**src/sv/lru_pkg.sv**
```systemverilog
// Shared types and constants of the recency list block.
// Depends on nothing; every other file imports it.
package lru_pkg;

	localparam int SLOTS_DEF      = 16;
	localparam int DATA_WIDTH_DEF = 32;

	localparam int ACTION_W = 3;
	localparam int STATUS_W = 2;
	localparam int RID_W    = 4;
	localparam int LENGTH_W = 5;
	localparam int ENTRY_W  = 4;

	typedef enum logic [ACTION_W-1:0] {
		ACT_INSERT = 3'd0,
		ACT_MOVE   = 3'd1,
		ACT_REMOVE = 3'd2,
		ACT_POP    = 3'd3,
		ACT_READ   = 3'd4
	} action_t;

	typedef enum logic [STATUS_W-1:0] {
		ST_OK       = 2'd0,
		ST_EMPTY    = 2'd1,
		ST_NOT_IN   = 2'd2,
		ST_ALREADY  = 2'd3
	} status_t;

	// What every cell of the order chain does at a clock edge.
	typedef enum logic [1:0] {
		CELL_HOLD   = 2'd0,
		CELL_PUSH   = 2'd1,
		CELL_MOVE   = 2'd2,
		CELL_UNLINK = 2'd3
	} cell_op_t;

endpackage

```
**src/sv/lru_cell.sv**
```systemverilog
// One position of the recency order: holds the slot id stored there.
// Depends on lru_pkg (cell_op_t).
module lru_cell #(
	parameter int IDW = 4
) (
	input  logic             clk,
	input  logic             arst_n,
	input  lru_pkg::cell_op_t op,
	input  logic [IDW-1:0]   key,
	input  logic             valid,
	input  logic             nxt_valid,
	input  logic [IDW-1:0]   prev_id,
	input  logic [IDW-1:0]   next_id,
	input  logic             found_in,
	input  logic [IDW-1:0]   tail_in,
	output logic [IDW-1:0]   id_q,
	output logic             found_out,
	output logic [IDW-1:0]   tail_out
);
	import lru_pkg::*;

	logic           match;
	logic [IDW-1:0] id_d;

	assign match     = valid && (id_q == key);
	assign found_out = found_in | match;
	// the last valid position reports its id down the chain
	assign tail_out  = (valid && !nxt_valid) ? id_q : tail_in;

	always_comb begin
		id_d = id_q;
		case (op)
			CELL_PUSH: begin
				id_d = prev_id;
			end
			CELL_MOVE: begin
				if (!found_in) begin
					id_d = prev_id;
				end
			end
			CELL_UNLINK: begin
				if (found_in || match) begin
					id_d = next_id;
				end
			end
			default: begin
				id_d = id_q;
			end
		endcase
	end

	always_ff @(posedge clk or negedge arst_n) begin
		if (!arst_n) begin
			id_q <= '0;
		end else begin
			id_q <= id_d;
		end
	end

endmodule

```
**src/sv/lru_chain.sv**
```systemverilog
// Row of order cells, head at position 0; gives hit and tail id for a key.
// Depends on lru_pkg and lru_cell.
module lru_chain #(
	parameter int SLOTS = lru_pkg::SLOTS_DEF,
	parameter int IDW   = $clog2(SLOTS),
	parameter int CW    = $clog2(SLOTS + 1)
) (
	input  logic              clk,
	input  logic              arst_n,
	input  lru_pkg::cell_op_t op,
	input  logic [IDW-1:0]    key,
	input  logic [CW-1:0]     count,
	output logic              hit,
	output logic [IDW-1:0]    tail_id
);
	import lru_pkg::*;

	logic [IDW-1:0] ids   [SLOTS];
	logic [SLOTS:0] found;
	logic [IDW-1:0] tails [SLOTS+1];
	logic [SLOTS:0] valid;

	assign found[0] = 1'b0;
	assign tails[0] = '0;
	assign valid[SLOTS] = 1'b0;

	for (genvar i = 0; i < SLOTS; i++) begin : g_cell
		logic [IDW-1:0] prev_id;
		logic [IDW-1:0] next_id;

		assign valid[i] = (count > CW'(i));

		if (i == 0) begin : g_head
			assign prev_id = key;
		end else begin : g_mid
			assign prev_id = ids[i-1];
		end

		if (i == SLOTS - 1) begin : g_last
			assign next_id = '0;
		end else begin : g_inner
			assign next_id = ids[i+1];
		end

		lru_cell #(.IDW(IDW)) u_cell (
			.clk       (clk),
			.arst_n    (arst_n),
			.op        (op),
			.key       (key),
			.valid     (valid[i]),
			.nxt_valid (valid[i+1]),
			.prev_id   (prev_id),
			.next_id   (next_id),
			.found_in  (found[i]),
			.tail_in   (tails[i]),
			.id_q      (ids[i]),
			.found_out (found[i+1]),
			.tail_out  (tails[i+1])
		);
	end

	assign hit     = found[SLOTS];
	assign tail_id = tails[SLOTS];

endmodule

```
**src/sv/lru_recency_list_core.sv**
```systemverilog
// Recency list top level: request register, order chain, count and data store.
// Depends on lru_pkg and lru_chain.
// An accepted request waits in the request register until the chain update fires,
// which is held back while a stalled result still holds the result register.
// One request at a time: in_stall stays high until the chain update fires.
// Reset (arst_n low, asynchronous): list empty, count zero, no result pending.
module lru_recency_list_core #(
	parameter int SLOTS      = lru_pkg::SLOTS_DEF,
	parameter int DATA_WIDTH = lru_pkg::DATA_WIDTH_DEF
) (
	input  logic                         clk,
	input  logic                         arst_n,
	input  logic                         in_valid,
	output logic                         in_stall,
	input  logic [lru_pkg::ACTION_W-1:0] action,
	input  logic [lru_pkg::ENTRY_W-1:0]  entry_id,
	input  logic [DATA_WIDTH-1:0]        entry_data,
	output logic                         out_valid,
	input  logic                         out_stall,
	output logic [lru_pkg::STATUS_W-1:0] status,
	output logic [lru_pkg::RID_W-1:0]    result_id,
	output logic [DATA_WIDTH-1:0]        result_data,
	output logic [lru_pkg::LENGTH_W-1:0] length
);
	import lru_pkg::*;

	localparam int IDW     = $clog2(SLOTS);
	localparam int CW      = $clog2(SLOTS + 1);
	localparam int ID_VALS = 1 << ENTRY_W;

	// Slot ids wrap modulo SLOTS: a constant table over the narrow id field.
	logic [IDW-1:0] id_tab [ID_VALS];
	for (genvar k = 0; k < ID_VALS; k++) begin : g_idtab
		assign id_tab[k] = IDW'(k % SLOTS);
	end

	// Request register and control.
	logic                    busy_q;
	logic [ACTION_W-1:0]     act_q;
	logic [IDW-1:0]          id_q;
	logic [DATA_WIDTH-1:0]   data_q;
	logic [CW-1:0]           count_q;

	// Result register.
	logic                    out_valid_q;
	logic [STATUS_W-1:0]     status_q;
	logic [IDW-1:0]          rid_q;
	logic [CW-1:0]           len_q;
	logic [DATA_WIDTH-1:0]   rdata_q;

	// Data store, written on insert, read for pop and read.
	logic [DATA_WIDTH-1:0]   mem [SLOTS];

	logic                    accept;
	logic                    fire;
	logic                    hit;
	logic [IDW-1:0]          tail_id;
	cell_op_t                op_c;
	cell_op_t                op;
	logic [CW-1:0]           count_d;
	logic [STATUS_W-1:0]     status_c;
	logic [IDW-1:0]          rid_c;
	logic                    mem_we;
	logic                    mem_rd;
	logic [IDW-1:0]          rd_addr;

	// Hold new requests while the current one works through the chain.
	assign in_stall = busy_q;
	assign accept   = in_valid && !busy_q;
	// Advance only when the result register is free or being emptied.
	assign fire     = busy_q && !(out_valid_q && out_stall);
	assign op       = fire ? op_c : CELL_HOLD;

	lru_chain #(
		.SLOTS (SLOTS),
		.IDW   (IDW),
		.CW    (CW)
	) u_chain (
		.clk     (clk),
		.arst_n  (arst_n),
		.op      (op),
		.key     (id_q),
		.count   (count_q),
		.hit     (hit),
		.tail_id (tail_id)
	);

	// Decode the request against the chain's hit and tail.
	always_comb begin
		op_c     = CELL_HOLD;
		count_d  = count_q;
		status_c = ST_OK;
		rid_c    = id_q;
		mem_we   = 1'b0;
		mem_rd   = 1'b0;
		rd_addr  = id_q;
		case (act_q)
			ACT_INSERT: begin
				if (hit) begin
					status_c = ST_ALREADY;
				end else begin
					// a slot not yet listed always leaves room at the head
					op_c    = CELL_PUSH;
					count_d = count_q + CW'(1);
					mem_we  = 1'b1;
				end
			end
			ACT_MOVE: begin
				if (!hit) begin
					status_c = ST_NOT_IN;
				end else begin
					op_c = CELL_MOVE;
				end
			end
			ACT_REMOVE: begin
				if (!hit) begin
					status_c = ST_NOT_IN;
				end else begin
					op_c    = CELL_UNLINK;
					count_d = count_q - CW'(1);
				end
			end
			ACT_POP: begin
				if (count_q == '0) begin
					status_c = ST_EMPTY;
					rid_c    = '0;
				end else begin
					// drop the tail by shrinking the count; cells keep their ids
					rid_c   = tail_id;
					rd_addr = tail_id;
					mem_rd  = 1'b1;
					count_d = count_q - CW'(1);
				end
			end
			ACT_READ: begin
				mem_rd = 1'b1;
			end
			default: begin
				status_c = ST_OK;
			end
		endcase
	end

	always_ff @(posedge clk or negedge arst_n) begin
		if (!arst_n) begin
			busy_q      <= 1'b0;
			count_q     <= '0;
			out_valid_q <= 1'b0;
		end else begin
			if (accept) begin
				busy_q <= 1'b1;
			end else if (fire) begin
				busy_q <= 1'b0;
			end
			if (fire) begin
				count_q     <= count_d;
				out_valid_q <= 1'b1;
			end else if (!out_stall) begin
				out_valid_q <= 1'b0;
			end
		end
	end

	// Request payload.
	always_ff @(posedge clk) begin
		if (accept) begin
			act_q  <= action;
			id_q   <= id_tab[entry_id];
			data_q <= entry_data;
		end
	end

	// Result payload and data store.
	always_ff @(posedge clk) begin
		if (fire) begin
			status_q <= status_c;
			rid_q    <= rid_c;
			len_q    <= count_d;
			if (mem_we) begin
				mem[id_q] <= data_q;
			end
			if (mem_rd) begin
				rdata_q <= mem[rd_addr];
			end else begin
				rdata_q <= '0;
			end
		end
	end

	assign out_valid   = out_valid_q;
	assign status      = status_q;
	assign result_id   = RID_W'(rid_q);
	assign result_data = rdata_q;
	assign length      = LENGTH_W'(len_q);

endmodule
```
**config.mk**
```make
export PLATFORM = sky130hd
export DESIGN_NAME = lru_recency_list_core
export DESIGN_NICKNAME = d
export VERILOG_FILES = /design/src/sv/lru_pkg.sv /design/src/sv/lru_cell.sv /design/src/sv/lru_chain.sv /design/src/sv/lru_recency_list_core.sv
export SDC_FILE = /design/constraint.sdc
export NUM_CORES = 1
export LEC_CHECK = 0
export BUFFER_PORTS_ARGS = -buffer_cell sky130_fd_sc_hd__buf_4
export CAP_MARGIN = 40
export CORE_MARGIN = 2
export CORE_UTILIZATION = 40
export DETAILED_ROUTE_END_ITERATION = 12
export MAX_ROUTING_LAYER = met4
export PLACE_DENSITY_LB_ADDON = 0.15
export REMOVE_ABC_BUFFERS = 1
export SLEW_MARGIN = 10
export SYNTH_ARGS = -nofsm -noshare
export SYNTH_HDL_FRONTEND = slang
export SYNTH_SLANG_ARGS = --single-unit
```
**constraint.sdc**
```tcl
create_clock -name clk -period 6.5 [get_ports clk]
set_input_delay 1.625 -clock clk [delete_from_list [all_inputs] [get_ports clk]]
set_output_delay 1.625 -clock clk [all_outputs]
set_load 0.02 [all_outputs]
```
==> impl_metrics.toml <==
[final_layout]
layout.cells.non_filler = 3205
diodes = 0
mostFrequentLayoutCells = "edfxtp_1, mux2i_1, nand2_1, buf_4, clkbuf_16"
final_common_cell = "edfxtp_1"
syn2layout_area_growth_pct = 14.6
nNetsFinal = 2228
fillCellCount = 6488
drive_gt1_share_pct = 19.1

[sta]
relSlewSlack_pct = 37.4
finClkSkew_ns = 0.0296
rsz0062_at_grt = "false"
setup_viol = 0
post-route-min-period_ns = 5.55
fmax_mhz = 180
drv_slew = 0
setup_tns_ns = 0
finalHoldViolations = 0
fin_crit_sh_pct = 85.3
tightestPinTransition_ns = 0.930

[place]
dpl.hpwl_um = 53300
routabilityCongestion = 0.906
place_inst = 3072
io_buffers = 87

[cts]
cts_resized = 0
cts.reportedPaths.clkPinSlew_ns = 0.06
postCtsSetupRepairBufs = 0
cts_inserted_buffers = 74
cts_tree = "built"
cts_hold_buf = 0
root_buffer = "clkbuf_16"
cts_buffer_depth = 3
cts.sinks = 665
htreeDepth = 3
clk_latency_ns = 0.62

[run]
cap_violations = 0

[global_routing]
grt_pass1_vias = 19100
grt-ovfl-total = 0
grt_max_degree = 74
grt_use_total_pct = 22.7
grt_pass1_wl_um = 127000
antenna_found_initial = 0

[synthesis]
ys.flop_type = "edfxtp_1"
yosys.area.top_type_share_pct = 59.3
yosys.area.top_type = "edfxtp_1"
synthArstFlopShare_pct = 10.7
ys_seq_area_share_pct = 65.2
yosysWarnings = 0
syn_area_per_cell_um2 = 14.4
synthTopCellsByArea = "edfxtp_1, mux2i_1, dfrtp_1"
synth_edf_count = 594
netlist_area_um2 = 30100
synth-seq-cells = 665
synthCells = 2092
netlist-cell-type-count = 96

[power_and_ir_drop]
p_leak_uw = 0.0124
p_per_area_nw_per_um2 = 440
power_frac_clock_pct = 27.0
switching_power_uw = 5670
internal_power_uw = 9500
p_sw_share_pct = 37.4
share_seq_of_total_power_pct = 38.2
peakVddDrop_uv = 385
p_total_uw = 15200
share_comb_of_total_power_pct = 34.8

[worst_hold_path]
hp-class = "reg -> reg"

[drt]
drtIter0Drc = 1784
ant_nets = 0
dr.pass1.iters = 8
drc = 0
wl_per_cell_um = 26.7
wirelength_um = 85500
avgViaCountPerCell = 5.87
vias = 18800

[worst_setup_path]
endpoint_kind = "flop"
cp_max_fo = 24
required_ns = 6.75
setup.worst_path.start_class = "flop"
crit_arrival_ns = 5.79
criticalPathCategory = "reg -> reg"

[die]
die_area_um2 = 77400
placementRows = 100
core_um2 = 74400
die_h_um = 278
chipWidth_um = 278
start_util_pct = 40.4
ios = 88

[outcome]
status = "finished clean"
## layer usage
layer  GRT usage [%]  up-vias  wire length, um
met4            7.87        0             2970
met1            29.3     9600            36600
met2            36.9      643            41300
li1                -     8427                -
met3            3.27      139             4690
met5               -        -                0
## worst max-delay path: stages, from the launching register on
cell      delay [ns]
dfrtp_1         0.67
buf_4           0.35
a21o_1          0.16
a21oi_1         0.53
nor3_1          0.27
nor4_1          0.71
nand3_2         0.47
nor3_2          0.59
nand3b_1        0.44
nor2_4          0.42
buf_4           0.50
## logic make-up (layout without fill, tap and decap cells)
logic type	after synthesis	count (layout)	share of synthesized area (%)
flops	665	665	65.2
simple gates	503	503	8.54
compound gates	356	356	10.0
mux	311	311	10.8
buf+inv	178	322	2.99
xor+xnor	71	71	2.09
fa+ha+maj	8	8	0.316
## power by group through the flow
stage / registers (uW) / clock network, uW / logic (uW)
finish: 5790 / 4090 / 5280
CTS: 5800 / 4180 / 5290
detailed placement: 5880 / 0 / 5260
global route: 5860 / 4350 / 5650
global placement: 5880 / 0 / 5180
floorplan: 5830 / 0 / 3240
## cell usage after synthesis, types with 8 or more instances
| cell type | n |
|---|---|
| and3_1 | 70 |
| xnor2_1 | 53 |
| buf_1 | 12 |
| nand3_1 | 18 |
| dfrtp_1 | 71 |
| mux2_2 | 73 |
| o22ai_1 | 43 |
| o211ai_1 | 10 |
| o21ai_0 | 42 |
| xor2_1 | 17 |
| a21oi_1 | 21 |
| a222oi_1 | 64 |
| a311o_1 | 30 |
| nor2_1 | 66 |
| clkbuf_1 | 62 |
| nor2b_1 | 9 |
| a221oi_1 | 12 |
| mux2_1 | 29 |
| nand2b_1 | 12 |
| nand2_1 | 201 |
| buf_4 | 11 |
| buf_2 | 49 |
| buf_6 | 17 |
| a31oi_1 | 8 |
| a22o_1 | 16 |
| nor3_1 | 18 |
| nand4_1 | 15 |
| mux2i_1 | 208 |
| edfxtp_1 | 594 |
| nor4_1 | 43 |
| inv_1 | 27 |
| a211oi_2 | 30 |
## layout make-up
| type | count | area (um2) | area share (%) |
|---|---|---|---|
| clock buffers | 100 | 1990 | 5.77 |
| inverters | 27 | 101 | 0.294 |
| well taps | 969 | 1210 | 3.52 |
| clock inverters | 33 | 380 | 1.10 |
| repair buffers | 162 | 1390 | 4.03 |
| flip-flops and latches | 665 | 19600 | 56.9 |
| multi-input cells | 1249 | 9790 | 28.4 |
## worst paths after layout
| path | start | end | slack, ns | cells past startpoint |
|---|---|---|---|---|
| max | count_q[2] | mem[5][5] | 0.95 | 10 |
| min | out_valid | out_valid | 0.53 | 2 |
| max reg2reg | count_q[2] | mem[5][5] | 0.95 | 10 |
| min reg2reg | out_valid | out_valid | 0.53 | 2 |
| max in group asynchronous | arst_n | u_chain.g_cell[1].u_cell.id_q[2] | 4.99 | 2 |
| min in group asynchronous | arst_n | u_chain.g_cell[11].u_cell.id_q[1] | 0.91 | 1 |
## flip-flops by register name (all words and copies together) (netlist names)
signal,flops
act_q,3
count_q,5
data_q,32
id_q,4
in_stall,1
length,5
mem,512
out_valid,1
result_data,32
result_id,4
status,2
u_chain.g_cell.u_cell.id_q,64
## per-stage QoR
step	hold slack [ns]	area, um2	worst slack, ns	utilization, %
detailed placement	0.516	32100	0.958	43.1
floorplan	0.530	29300	-4.54	-
CTS	0.531	34500	0.897	46.3
finish	0.526	34500	0.954	46.3
global route	0.554	34500	0.643	46.3
global placement	0.500	32000	0.606	42.9
(Power assumes the default switching activity.)
